### src/hw/rtl/osc_message_parser_top_macros.svh
// Assertion macros shared by the parser's checking code.
`ifndef OSC_MESSAGE_PARSER_TOP_MACROS_SVH
`define OSC_MESSAGE_PARSER_TOP_MACROS_SVH

// Concurrent check on the rising clock, masked while reset is low.
`define OSC_CHECK(label, prop, msg) \
	label: assert property (@(posedge clk) disable iff (!arst_n) prop) else $error(msg);

`endif

### src/hw/rtl/osc_mp_pkg.sv
// Shared types, codes and constants for the OSC message parser.
package osc_mp_pkg;

	localparam int MaxTags   = 16;
	localparam int MaxPacket = 4096;
	localparam int PosW      = 13;
	localparam int TagIdxW   = 4;
	localparam int TagCntW   = 5;
	localparam int RemW      = 13;

	// Parse phases.
	localparam logic [3:0] PH_ADDR     = 4'd0;
	localparam logic [3:0] PH_ADDR_PAD = 4'd1;
	localparam logic [3:0] PH_TAGS     = 4'd2;
	localparam logic [3:0] PH_TAGS_PAD = 4'd3;
	localparam logic [3:0] PH_WORD     = 4'd4;
	localparam logic [3:0] PH_STR      = 4'd5;
	localparam logic [3:0] PH_DATA     = 4'd6;
	localparam logic [3:0] PH_ARG_PAD  = 4'd7;
	localparam logic [3:0] PH_DONE     = 4'd8;

	// Byte classes.
	localparam logic [3:0] CL_ADDR  = 4'd0;
	localparam logic [3:0] CL_SLASH = 4'd1;
	localparam logic [3:0] CL_PAD   = 4'd2;
	localparam logic [3:0] CL_TAG   = 4'd3;
	localparam logic [3:0] CL_INT   = 4'd4;
	localparam logic [3:0] CL_FLOAT = 4'd5;
	localparam logic [3:0] CL_STR   = 4'd6;
	localparam logic [3:0] CL_BSIZE = 4'd7;
	localparam logic [3:0] CL_BDATA = 4'd8;
	localparam logic [3:0] CL_IGN   = 4'd9;

	// Argument kinds.
	localparam logic [3:0] K_INT   = 4'd0;
	localparam logic [3:0] K_FLOAT = 4'd1;
	localparam logic [3:0] K_STR   = 4'd2;
	localparam logic [3:0] K_BLOB  = 4'd3;
	localparam logic [3:0] K_TRUE  = 4'd4;
	localparam logic [3:0] K_FALSE = 4'd5;
	localparam logic [3:0] K_NIL   = 4'd6;
	localparam logic [3:0] K_IMP   = 4'd7;
	localparam logic [3:0] K_UNS   = 4'd8;

	// Status codes.
	localparam logic [3:0] ST_OK        = 4'd0;
	localparam logic [3:0] ST_BUNDLE    = 4'd1;
	localparam logic [3:0] ST_UNTERM    = 4'd2;
	localparam logic [3:0] ST_STR_PAD   = 4'd3;
	localparam logic [3:0] ST_EMPTY     = 4'd4;
	localparam logic [3:0] ST_BAD_TAGS  = 4'd5;
	localparam logic [3:0] ST_UNS_TAG   = 4'd6;
	localparam logic [3:0] ST_INT_SHORT = 4'd7;
	localparam logic [3:0] ST_NEG_BLOB  = 4'd8;
	localparam logic [3:0] ST_BLOB_SHORT = 4'd9;
	localparam logic [3:0] ST_BLOB_PAD  = 4'd10;
	localparam logic [3:0] ST_TOO_MANY  = 4'd11;

	typedef struct packed {
		logic [3:0]  status;
		logic [6:0]  address_part;
		logic        word_valid;
		logic [31:0] word_value;
		logic [3:0]  atom_kind;
		logic [3:0]  atom_index;
		logic [3:0]  byte_class;
	} res_t;

	function automatic logic [3:0] kind_of(input logic [7:0] c);
		case (c)
			8'h69: kind_of = K_INT;
			8'h66: kind_of = K_FLOAT;
			8'h73: kind_of = K_STR;
			8'h62: kind_of = K_BLOB;
			8'h54: kind_of = K_TRUE;
			8'h46: kind_of = K_FALSE;
			8'h4E: kind_of = K_NIL;
			8'h49: kind_of = K_IMP;
			default: kind_of = K_UNS;
		endcase
	endfunction

	// Characters of the bundle marker "#bundle".
	function automatic logic [7:0] bundle_char(input logic [2:0] p);
		case (p)
			3'd0: bundle_char = 8'h23;
			3'd1: bundle_char = 8'h62;
			3'd2: bundle_char = 8'h75;
			3'd3: bundle_char = 8'h6E;
			3'd4: bundle_char = 8'h64;
			3'd5: bundle_char = 8'h6C;
			3'd6: bundle_char = 8'h65;
			default: bundle_char = 8'h00;
		endcase
	endfunction

endpackage

### src/hw/rtl/osc_mp_core.sv
// Parser state and the per-byte decode that updates it.
module osc_mp_core import osc_mp_pkg::*; (
	input  logic       clk,
	input  logic       arst_n,
	input  logic       en,
	input  logic [7:0] data_byte,
	input  logic       last_byte,
	output res_t       res
);

	typedef struct packed {
		logic               found;
		logic [TagCntW-1:0] idx;
	} hit_t;

	logic [3:0]         ph_q, ph_n;
	logic [PosW-1:0]    pos_q, pos_n;
	logic [3:0]         store_q [MaxTags];
	logic [MaxTags-1:0] stop_q;
	logic [TagCntW-1:0] cnt_q, cnt_n;
	logic [TagCntW-1:0] cur_q, cur_n;
	logic [31:0]        ws_q, ws_n;
	logic [RemW-1:0]    rem_q, rem_n;
	logic [3:0]         err_q, err_n;
	logic [6:0]         seg_q, seg_n;
	logic [2:0]         bm_q, bm_n;
	logic               open_q, open_n;
	logic               aempty_q, aempty_n;
	logic               tbad_q, tbad_n;
	logic               tover_q, tover_n;
	logic               tstart_q, tstart_n;

	logic               wr_en;
	logic [3:0]         wr_kind;
	logic               end4, go_addr, go_tags, go_arg;
	logic [3:0]         fcode, ck, ek, cls, kind;
	logic [TagCntW-1:0] idx;
	logic [31:0]        val, w;
	logic               vld;
	hit_t               hit_zero, hit_next, hit;

	// First tag at or after start that takes bytes or is unsupported.
	function automatic hit_t find_stop(input logic [TagCntW-1:0] start,
			input logic [TagCntW-1:0] cnt, input logic [MaxTags-1:0] stop);
		hit_t h;
		h.found = 1'b0;
		h.idx   = cnt;
		for (int i = MaxTags - 1; i >= 0; i--) begin
			if (stop[i] && TagCntW'(i) >= start && TagCntW'(i) < cnt) begin
				h.found = 1'b1;
				h.idx   = TagCntW'(i);
			end
		end
		return h;
	endfunction

	assign hit_zero = find_stop('0, cnt_q, stop_q);
	assign hit_next = find_stop(cur_q + 1'b1, cnt_q, stop_q);

	always_comb begin
		ph_n = ph_q; pos_n = pos_q; cnt_n = cnt_q; cur_n = cur_q; ws_n = ws_q;
		rem_n = rem_q; err_n = err_q; seg_n = seg_q; bm_n = bm_q; open_n = open_q;
		aempty_n = aempty_q; tbad_n = tbad_q; tover_n = tover_q; tstart_n = tstart_q;
		wr_en = 1'b0; wr_kind = kind_of(data_byte);
		go_addr = 1'b0; go_tags = 1'b0; go_arg = 1'b0; fcode = ST_OK;
		cls = CL_IGN; idx = '0; kind = K_INT; val = '0; vld = 1'b0;
		w = {ws_q[23:0], data_byte};
		hit = hit_zero;
		ek = K_UNS;
		end4 = pos_q[1:0] == 2'b11;
		ck = (cur_q < cnt_q && cur_q < TagCntW'(MaxTags)) ? store_q[cur_q[TagIdxW-1:0]]
			: K_UNS;

		if (pos_q < PosW'(MaxPacket)) begin
			case (ph_q)
				PH_ADDR: begin
					if (data_byte == 8'h00) begin
						cls = CL_PAD;
						aempty_n = pos_q == '0;
						if (end4) go_addr = 1'b1; else ph_n = PH_ADDR_PAD;
					end else if (data_byte == 8'h2F) begin
						cls = CL_SLASH;
						open_n = 1'b0;
					end else begin
						cls = CL_ADDR;
						if (!open_q) begin
							open_n = 1'b1;
							if (seg_q != 7'd127) seg_n = seg_q + 1'b1;
						end
					end
					if (pos_q < PosW'(7) && PosW'(bm_q) == pos_q
							&& data_byte == bundle_char(pos_q[2:0])) begin
						bm_n = bm_q + 1'b1;
						if (bm_n == 3'd7) fcode = ST_BUNDLE;
					end
				end
				PH_ADDR_PAD: begin
					cls = CL_PAD;
					if (end4) go_addr = 1'b1;
				end
				PH_TAGS: begin
					if (data_byte == 8'h00) begin
						cls = CL_PAD;
						if (!tstart_q) tbad_n = 1'b1;
						if (end4) go_tags = 1'b1; else ph_n = PH_TAGS_PAD;
					end else begin
						cls = CL_TAG;
						if (!tstart_q) begin
							tstart_n = 1'b1;
							if (data_byte != 8'h2C) tbad_n = 1'b1;
						end else begin
							idx = cnt_q;
							kind = wr_kind;
							if (cnt_q < TagCntW'(MaxTags)) begin
								wr_en = 1'b1;
								cnt_n = cnt_q + 1'b1;
							end else begin
								tover_n = 1'b1;
							end
						end
					end
				end
				PH_TAGS_PAD: begin
					cls = CL_PAD;
					if (end4) go_tags = 1'b1;
				end
				PH_WORD: begin
					cls = (ck == K_INT) ? CL_INT : (ck == K_FLOAT) ? CL_FLOAT : CL_BSIZE;
					idx = cur_q;
					kind = ck;
					ws_n = w;
					if (end4) begin
						val = w;
						vld = 1'b1;
						ws_n = '0;
						if (ck == K_BLOB) begin
							if (w[31]) begin
								fcode = ST_NEG_BLOB;
							end else if (w == '0) begin
								go_arg = 1'b1;
							end else begin
								// Sizes past the packet limit never run down to zero.
								rem_n = (w[30:RemW] != '0) ? '1 : w[RemW-1:0];
								ph_n = PH_DATA;
							end
						end else begin
							go_arg = 1'b1;
						end
					end
				end
				PH_STR: begin
					idx = cur_q;
					kind = ck;
					if (data_byte == 8'h00) begin
						cls = CL_PAD;
						if (end4) go_arg = 1'b1; else ph_n = PH_ARG_PAD;
					end else begin
						cls = CL_STR;
						val = {24'd0, data_byte};
						vld = 1'b1;
					end
				end
				PH_DATA: begin
					cls = CL_BDATA;
					idx = cur_q;
					kind = ck;
					val = {24'd0, data_byte};
					vld = 1'b1;
					if (rem_q != '0) rem_n = rem_q - 1'b1;
					if (rem_n == '0) begin
						if (end4) go_arg = 1'b1; else ph_n = PH_ARG_PAD;
					end
				end
				PH_ARG_PAD: begin
					cls = CL_PAD;
					idx = cur_q;
					kind = ck;
					if (end4) go_arg = 1'b1;
				end
				default: begin
				end
			endcase

			if (go_addr) begin
				if (aempty_n) fcode = ST_EMPTY; else ph_n = PH_TAGS;
			end

			if (go_tags || go_arg) begin
				hit = go_arg ? hit_next : hit_zero;
				ek = store_q[hit.idx[TagIdxW-1:0]];
				if (go_tags && tbad_n) begin
					fcode = ST_BAD_TAGS;
				end else if (go_tags && tover_n) begin
					fcode = ST_TOO_MANY;
				end else begin
					cur_n = hit.idx;
					if (!hit.found) ph_n = PH_DONE;
					else if (ek == K_STR) ph_n = PH_STR;
					else if (ek == K_UNS) fcode = ST_UNS_TAG;
					else ph_n = PH_WORD;
				end
			end

			if (fcode != ST_OK) begin
				if (err_q == ST_OK) err_n = fcode;
				ph_n = PH_DONE;
			end
			pos_n = pos_q + 1'b1;
		end

		// A packet that ends early reports what was missing.
		if (last_byte && err_n == ST_OK) begin
			case (ph_n)
				PH_ADDR:     err_n = ST_UNTERM;
				PH_ADDR_PAD: err_n = ST_STR_PAD;
				PH_TAGS:     err_n = ST_UNTERM;
				PH_TAGS_PAD: err_n = ST_STR_PAD;
				PH_WORD:     err_n = ST_INT_SHORT;
				PH_STR:      err_n = ST_UNTERM;
				PH_DATA:     err_n = ST_BLOB_SHORT;
				PH_ARG_PAD: begin
					if ((cur_n < cnt_n && cur_n < TagCntW'(MaxTags)
							&& store_q[cur_n[TagIdxW-1:0]] == K_BLOB))
						err_n = ST_BLOB_PAD;
					else
						err_n = ST_STR_PAD;
				end
				default: begin
				end
			endcase
		end

		res.byte_class   = cls;
		res.atom_index   = idx[3:0];
		res.atom_kind    = kind;
		res.word_value   = val;
		res.word_valid   = vld;
		res.address_part = seg_n;
		res.status       = err_n;
	end

	always_ff @(posedge clk) begin
		if (en && wr_en) begin
			store_q[cnt_q[TagIdxW-1:0]] <= wr_kind;
			stop_q[cnt_q[TagIdxW-1:0]]  <= (wr_kind <= K_BLOB) || (wr_kind == K_UNS);
		end
	end

	always_ff @(posedge clk or negedge arst_n) begin
		if (!arst_n) begin
			ph_q <= PH_ADDR; pos_q <= '0; cnt_q <= '0; cur_q <= '0; ws_q <= '0;
			rem_q <= '0; err_q <= ST_OK; seg_q <= '0; bm_q <= '0; open_q <= 1'b0;
			aempty_q <= 1'b0; tbad_q <= 1'b0; tover_q <= 1'b0; tstart_q <= 1'b0;
		end else if (en) begin
			if (last_byte) begin
				ph_q <= PH_ADDR; pos_q <= '0; cnt_q <= '0; cur_q <= '0; ws_q <= '0;
				rem_q <= '0; err_q <= ST_OK; seg_q <= '0; bm_q <= '0; open_q <= 1'b0;
				aempty_q <= 1'b0; tbad_q <= 1'b0; tover_q <= 1'b0; tstart_q <= 1'b0;
			end else begin
				ph_q <= ph_n; pos_q <= pos_n; cnt_q <= cnt_n; cur_q <= cur_n; ws_q <= ws_n;
				rem_q <= rem_n; err_q <= err_n; seg_q <= seg_n; bm_q <= bm_n;
				open_q <= open_n; aempty_q <= aempty_n; tbad_q <= tbad_n;
				tover_q <= tover_n; tstart_q <= tstart_n;
			end
		end
	end

endmodule

### src/hw/rtl/osc_message_parser_top.sv
// Input and output registers hold each byte and its result. One byte per cycle
// while the sink takes results. The output register holds a waiting result, so a
// stalled sink stops the input only once the input register also holds a byte.
// Reset (arst_n low, asynchronous) empties both registers and returns the parser
// to the start of a message; the parser also restarts after every last byte.
`include "osc_message_parser_top_macros.svh"
module osc_message_parser_top import osc_mp_pkg::*; (
	input  logic        clk,
	input  logic        arst_n,
	input  logic        s_tvalid,
	output logic        s_tready,
	input  logic [7:0]  s_tdata,   // [7:0] data_byte
	input  logic        s_tlast,   // last_byte
	output logic        m_tvalid,
	input  logic        m_tready,
	// [3:0] byte_class, [7:4] atom_index, [11:8] atom_kind, [43:12] word_value,
	// [44] word_valid, [51:45] address_part, [55:52] status
	output logic [55:0] m_tdata,
	output logic        m_tlast    // packet_done
);

	logic       valid_s1;
	logic [7:0] data_s1;
	logic       last_s1;
	logic       advance;
	logic       out_valid_q;
	res_t       res;
	res_t       res_q;
	logic       done_q;
	logic       res_word_cls;
	logic       res_quiet;

	assign advance  = valid_s1 && (!out_valid_q || m_tready);
	assign s_tready = !valid_s1 || advance;

	osc_mp_core u_core (
		.clk       (clk),
		.arst_n    (arst_n),
		.en        (advance),
		.data_byte (data_s1),
		.last_byte (last_s1),
		.res       (res)
	);

	always_ff @(posedge clk or negedge arst_n) begin
		if (!arst_n) begin
			valid_s1    <= 1'b0;
			out_valid_q <= 1'b0;
		end else begin
			if (s_tvalid && s_tready) valid_s1 <= 1'b1;
			else if (advance) valid_s1 <= 1'b0;
			if (advance) out_valid_q <= 1'b1;
			else if (m_tready) out_valid_q <= 1'b0;
		end
	end

	always_ff @(posedge clk) begin
		if (s_tvalid && s_tready) begin
			data_s1 <= s_tdata;
			last_s1 <= s_tlast;
		end
		if (advance) begin
			res_q  <= res;
			done_q <= last_s1;
		end
	end

	assign m_tvalid = out_valid_q;
	assign m_tdata  = {res_q.status, res_q.address_part, res_q.word_valid,
		res_q.word_value, res_q.atom_kind, res_q.atom_index, res_q.byte_class};
	assign m_tlast  = done_q;

	assign res_word_cls = res_q.byte_class inside {CL_INT, CL_FLOAT, CL_STR, CL_BSIZE, CL_BDATA};
	assign res_quiet    = !res_q.word_valid && res_q.atom_index == '0 && res_q.atom_kind == '0;

	`OSC_CHECK(a_word_class, m_tvalid && res_q.word_valid |-> res_word_cls, "word on a wrong class")
	`OSC_CHECK(a_ignored_quiet, m_tvalid && res_q.byte_class == CL_IGN |-> res_quiet, "ignored byte fields")
	`OSC_CHECK(a_s1_hold, valid_s1 && !advance |=> valid_s1 && $stable(data_s1), "stalled byte lost")

endmodule

### config.mk
export PLATFORM = sky130hd
export DESIGN_NAME = osc_message_parser_top
export DESIGN_NICKNAME = d
export VERILOG_FILES = /design/src/hw/rtl/osc_mp_pkg.sv /design/src/hw/rtl/osc_mp_core.sv /design/src/hw/rtl/osc_message_parser_top.sv
export VERILOG_INCLUDE_DIRS = /design/src /design/src/hw/rtl
export SDC_FILE = /design/constraint.sdc
export NUM_CORES = 1
export LEC_CHECK = 0
export BUFFER_PORTS_ARGS = -buffer_cell sky130_fd_sc_hd__buf_2
export CAP_MARGIN = 40
export CORE_UTILIZATION = 61
export DETAILED_ROUTE_END_ITERATION = 16
export GPL_TIMING_DRIVEN = 1
export PLACE_DENSITY = 0.8
export SETUP_SLACK_MARGIN = 0.4
export SYNTH_ARGS = -nofsm -noshare
export SYNTH_HDL_FRONTEND = slang
export SYNTH_SLANG_ARGS = --single-unit
### constraint.sdc
create_clock -name clk -period 11.6 [get_ports clk]
set_input_delay 2.32 -clock clk [delete_from_list [all_inputs] [get_ports clk]]
set_output_delay 2.32 -clock clk [all_outputs]
set_load 0.01 [all_outputs]
# After elaboration in Yosys (flattened, before gate mapping)
# Memory sizes are Yosys's and may differ from the RTL's.
# Index checks and enable logic that the tools add are counted.
# W data, S select, Z words.
[classes]
mux = 196
order_cmp = 42
n_reduce_logical = 97
n_addsub = 6
n_eq_ne = 46
[ops]
columns = ["op", "n"]
rows = [
  ["$mux W6", 33],
  ["$mux W4", 48],
  ["$mux W13", 12],
  ["$mux W24", 4],
  ["$pmux W32 S3", 1],
  ["$eq A8 B7 Y1 const B", 8],
  ["$logic_and A1 B1 Y1", 60],
  ["$mux W1", 55],
  ["$mux W5", 11],
  ["$mux W7", 7],
  ["$pmux W7 S7", 1],
  ["$ge A4 B5 Y1 const A", 8],
  ["$lt A4 B5 Y1 const A", 8],
  ["$pmux W4 S5", 2],
  ["$eq A4 B3 Y1 const B", 8],
  ["$logic_not A32 Y1", 1],
  ["$mux W32", 1],
  ["$pmux W4 S8", 1],
  ["$eq A4 B2 Y1 const B", 7],
  ["$logic_not A13 Y1", 2],
  ["$pmux W13 S2", 1],
  ["$mux W8", 3],
  ["$pmux W4 S2", 3],
  ["$pmux W4 S6", 1],
  ["other kinds (56)", 101],
]
[totals]
regBits = 167
out_inout_bits = 59
word_cells = 415
n_memories = 1
input_bits = 13
ramBits = 64
[mem_list]
columns = ["memory", "words", "width", "rd", "rd_clocked_by_memory_dff", "write_ports", "line", "rtl"]
rows = [
  ["u_core.store_q", 16, 4, 3, 0, 1, "osc_mp_core.sv:18", "logic [3:0] store_q [MaxTags];"],
]

# Depth between registers and ports, before layout
# An unclocked memory read counts as a cell.
[logic_depth]
word_depth = 38
mapped_depth = 26

# Cells and area by module
# A second synthesis with hierarchy kept.
[hier_totals]
hier_cells = 1397
hier_area_um2 = 13813.2
[modules_own_cells]
columns = ["module", "area_per_inst_um2", "seq_area_each_um2", "instances", "cells_each"]
rows = [
  ["osc_mp_core", 11727.5, 4479.3, 1, 1323],
  ["osc_message_parser_top", 2085.8, 2031.9, 1, 74],
]

# Least setup slack after synthesis
# Ideal clock, no wire load.
[synth_timing]
path_kind = "flip-flop to flip-flop"
from = "register u_core.cur_q[1]"
to = "register res_q (netlist bit m_tdata[52]) (data pin)"
arrival_ps = 5319
stages_incl_launch_ff = 22
n_path_buf = 4
setup_ps = 165
synth_period_minus_slack_ps = 5484
slack_ps = 6116
cell_sequence = "dfrtp_1 > buf_2 > buf_1 > inv_1 > ha_1 > or3b_2 > o311ai_0 > a21oi_1 > o2bb2a_1 > a221oi_1 > and2_1 > clkbuf_1 > a21o_1 > buf_6 > a211oi_1 > or3b_1 > nor4b_1 > nand2b_1 > or4_4 > a21boi_2 > mux2_2 > o31ai_2"
[synth_rtl]
columns = ["item", "line", "rtl"]
rows = [
  ["start, declared", "osc_mp_core.sv:21", "logic [TagCntW-1:0] cur_q, cur_n;"],
  ["start signal, assigned", "osc_mp_core.sv:260", "ph_q <= ph_n; pos_q <= pos_n; cnt_q <= cnt_n; cur_q <= cur_n; ws_q <= ws_n;"],
  ["end signal, assigned", "osc_message_parser_top.sv:63", "res_q <= res;"],
  ["end, declared", "osc_message_parser_top.sv:28", "res_t res_q;"],
]

==> flow_summary.toml <==
[status]
status = "finished, final reports clean"

[floorplan]
rows = 54
core_um2 = 21900
die_area_um2 = 23000
die_x_um = 152
start_util_pct = 62.5
top_level_ports = 72
die_y_um = 152

[yosys]
synthDistinctLibCells = 95
ys_async_sr_fraction_pct = 36.8
synth_ff_type = "edfxtp_1"
synth.net_count = 1445
synth_top_cell_area_share_pct = 32.0
synth_area_leaders = "edfxtp_1, dfrtp_1, nand2_1"
ys_seq_area_share_pct = 47.6
synthCells = 1407
yosysWarnings = 0
synth-edff-count = 146
synth_area_um2 = 13700
yosys_register_bits = 231
syn_avg_cell_area_um2 = 9.73
yosysTopAreaCell = "edfxtp_1"

[global_routing]
grt_first_pass_wirelength_mm = 60.6
grt-ovfl-total = 0
grt_max_degree = 64
antenna_found_initial = 0
grt_pass1_vias = 11100
grt_usage_pct = 34.5

[critical_path]
crit_path_start = "u_core.rem_q[0]$_DFFE_PN0P_"
worstReg2RegStart = "u_core.rem_q[0]$_DFFE_PN0P_"
setup.worst_path.start_class = "register"
end_kind = "register"
path_common_cell = "o31ai_2"
reg2reg_depth = 17
cpPeakStageDelay_ns = 0.77
path_cells = "inv_1, ha_1, or4b_1, or4_1, nand4_1, nor4b_2, o41a_4, and2_1, a21o_1, mux2i_1, o22ai_1, nor4b_1, nand2b_1, nor3_1, o31ai_2, mux2_2, o31ai_2"
cp_max_fo = 24
crit_path_top_delay_cell = "a21o_1"
worstPathRequired_ns = 11.85
r2r_setup_slack_ns = 4.72
worstReg2RegEnd = "m_tdata[52]$_DFFE_PP_"
critPathArrivalTime_ns = 7.14
criticalPathCategory = "reg -> reg"

[place]
dpl.hpwl_mm = 27.8
routabilityCongestion = 1.07
dpl_cell_area_um2 = 14200
io_buffers = 71
dpl.cell_count = 1694

[clock_network]
postCtsHoldBufs = 0
clkSinkCount = 231
cts_buffer_depth = 3
clock-root-buffer = "clkbuf_16"
cts_setup_buffers = 0
cts_htree_levels = 1
cts_resized = 0
clkTransAtPathRegs_ns = 0.06
clock_latency_ns = 0.52
numCtsBuffers = 25
cts_tree = "yes"

[layout]
drive_above_1_share_pct = 12.5
post-route-util_pct = 68.7
area_growth_pct = 9.98
nNetsFinal = 1479
postLayoutCellArea_um2 = 15000
fin_cells = 1739
antenna_cells = 0

[timing]
hold_viol_final = 0
finalCritPeriodShare_pct = 59.3
setup_viol = 0
clock_skew_ns = 0.0105
worst_pin_slew_ns = 0.998
slew_headroom_pct = 33.5
drv_slew = 0
rsz0062_at_grt = "false"
timing.fmax_mhz = 145
period_minus_slack_ns = 6.88
fin_setup_tns_ns = 0

[route]
drcViolationCount = 0
first_pass_iters = 8
ant_nets = 0
drtIter0Drc = 1393
via_count = 11900
wl_per_cell_um = 22.6
via_per_inst = 6.87
routed_wirelength_mm = 39.2

[run]
drv_cap = 0

[min_path]
hold_path_class = "reg -> reg"
min_path_cells = 1
holdPathEnd = "m_tvalid$_DFFE_PN0P_"
holdCritStartpoint = "valid_s1$_DFFE_PN0P_"

[pwr]
power.density_nw_per_um2 = 152
p_leak_uw = 0.00583
irDropWorstVdd_v = 0.000139
logic make-up after synthesis:
group                      share of synthesized area [%]
DFF                                                 47.6
AOI/OAI and AO/OA                                   19.3
adders and majority gates                           2.29
and+or+nand+nor                                     19.6
xor gates and xnor gates                            1.60
buffers and inverters                               4.18
muxes                                               5.47
cells in the mapped netlist (6+ instances only):
cell,instances
mux4_2,12
mux2i_1,43
o21ai_0,82
xnor2_1,13
ha_1,25
a211oi_1,30
dfrtp_1,85
or2_2,8
clkbuf_1,60
o22ai_1,22
buf_1,6
nor2_1,110
o41ai_1,7
and2_1,47
nand2_1,184
nor3_1,61
a21o_1,11
edfxtp_1,146
a2111oi_0,7
buf_2,9
o21ai_1,7
a31oi_1,13
nand2b_1,13
o21a_1,11
o211ai_1,12
nor3b_1,6
or3_1,10
inv_1,47
and3_1,10
a21boi_0,9
a311oi_1,7
nor2b_1,16
or4_1,7
xor2_1,12
a22oi_1,15
nand4_1,12
a21oi_1,63
o31ai_1,7
nor4_1,25
o22a_1,10
nand3_1,29
through the flow:
| step | worst slack [ns] | hold WS (ns) | total power (uW) |
|---|---|---|---|
| after detailed placement | 4.97 | 0.488 | 1470 |
| after floorplan | 6.12 | 0.457 | 1350 |
| final | 4.72 | 0.498 | 2290 |
| after global routing | 4.50 | 0.531 | 2380 |
| after global placement | 5.14 | 0.468 | 1460 |
| after CTS | 4.95 | 0.497 | 2280 |
worst max-delay path, delay by kind of cell (launching register included):
| family | cells | cell delay, ns |
|---|---|---|
| and+or+nand+nor | 8 | 3.55 |
| buffers and inverters | 1 | 0.09 |
| DFF | 1 | 0.46 |
| muxes | 2 | 0.57 |
| adders and majority gates | 1 | 0.27 |
| AOI/OAI and AO/OA | 5 | 1.66 |
final cells by class:
cell class / count / area (um2)
Tap cell: 280 / 350
Timing Repair Buffer: 92 / 543
Fill cell: 1663 / 6840
Inverter: 50 / 188
Sequential cell: 231 / 6510
Clock inverter: 12 / 156
Multi-Input combinational cell: 1041 / 6610
Clock buffer: 33 / 686
power by group:
| group | internal [uW] | switching [uW] | leakage, uW |
|---|---|---|---|
| combinational | 172 | 275 | 0.00296 |
| clock | 485 | 336 | 0.000403 |
| sequential | 936 | 87.3 | 0.00246 |
registers in the layout, indices dropped and copies added (netlist names), 3 cells and up:
| signal | count |
|---|---|
| u_core.seg_q | 7 |
| u_core.store_q | 64 |
| u_core.cnt_q | 5 |
| u_core.rem_q | 13 |
| u_core.ws_q | 24 |
| u_core.ph_q | 4 |
| u_core.bm_q | 3 |
| u_core.pos_q | 13 |
| data_s1 | 8 |
| m_tdata | 56 |
| u_core.stop_q | 16 |
| u_core.err_q | 4 |
| u_core.cur_q | 5 |
per-layer routing:
layer,wire [um],up-vias,GRT usage (%)
met4,1770,0,16.4
met5,0,-,0
met2,18100,768,54.5
met1,15700,5702,47.0
li1,-,5332,-
met3,3710,140,4.97
worst max path at each step:
stage,endpoint,slack (ns)
after global routing,m_tdata[52]$_DFFE_PP_,4.50
final,m_tdata[52]$_DFFE_PP_,4.72
after floorplan,m_tdata[52]$_DFFE_PP_,6.12
after detailed placement,m_tdata[52]$_DFFE_PP_,4.97
after CTS,m_tdata[52]$_DFFE_PP_,4.95
after global placement,m_tdata[52]$_DFFE_PP_,5.14
placed cells by master (no fill, tap or decap), drive strengths merged, types with 13 or more instances in the layout:
master,count
a211oi,30
a21oi,66
a22oi,15
a31oi,14
and2,47
buf,92
clkbuf,33
dfrtp,85
edfxtp,146
ha,25
inv,49
mux2i,44
nand2,184
nand2b,13
nand3,29
nand4,13
nor2,111
nor2b,16
nor3,61
nor4,26
o21ai,89
o22ai,22
xnor2,13
Note: power is estimated with default switching activity, not from simulation.
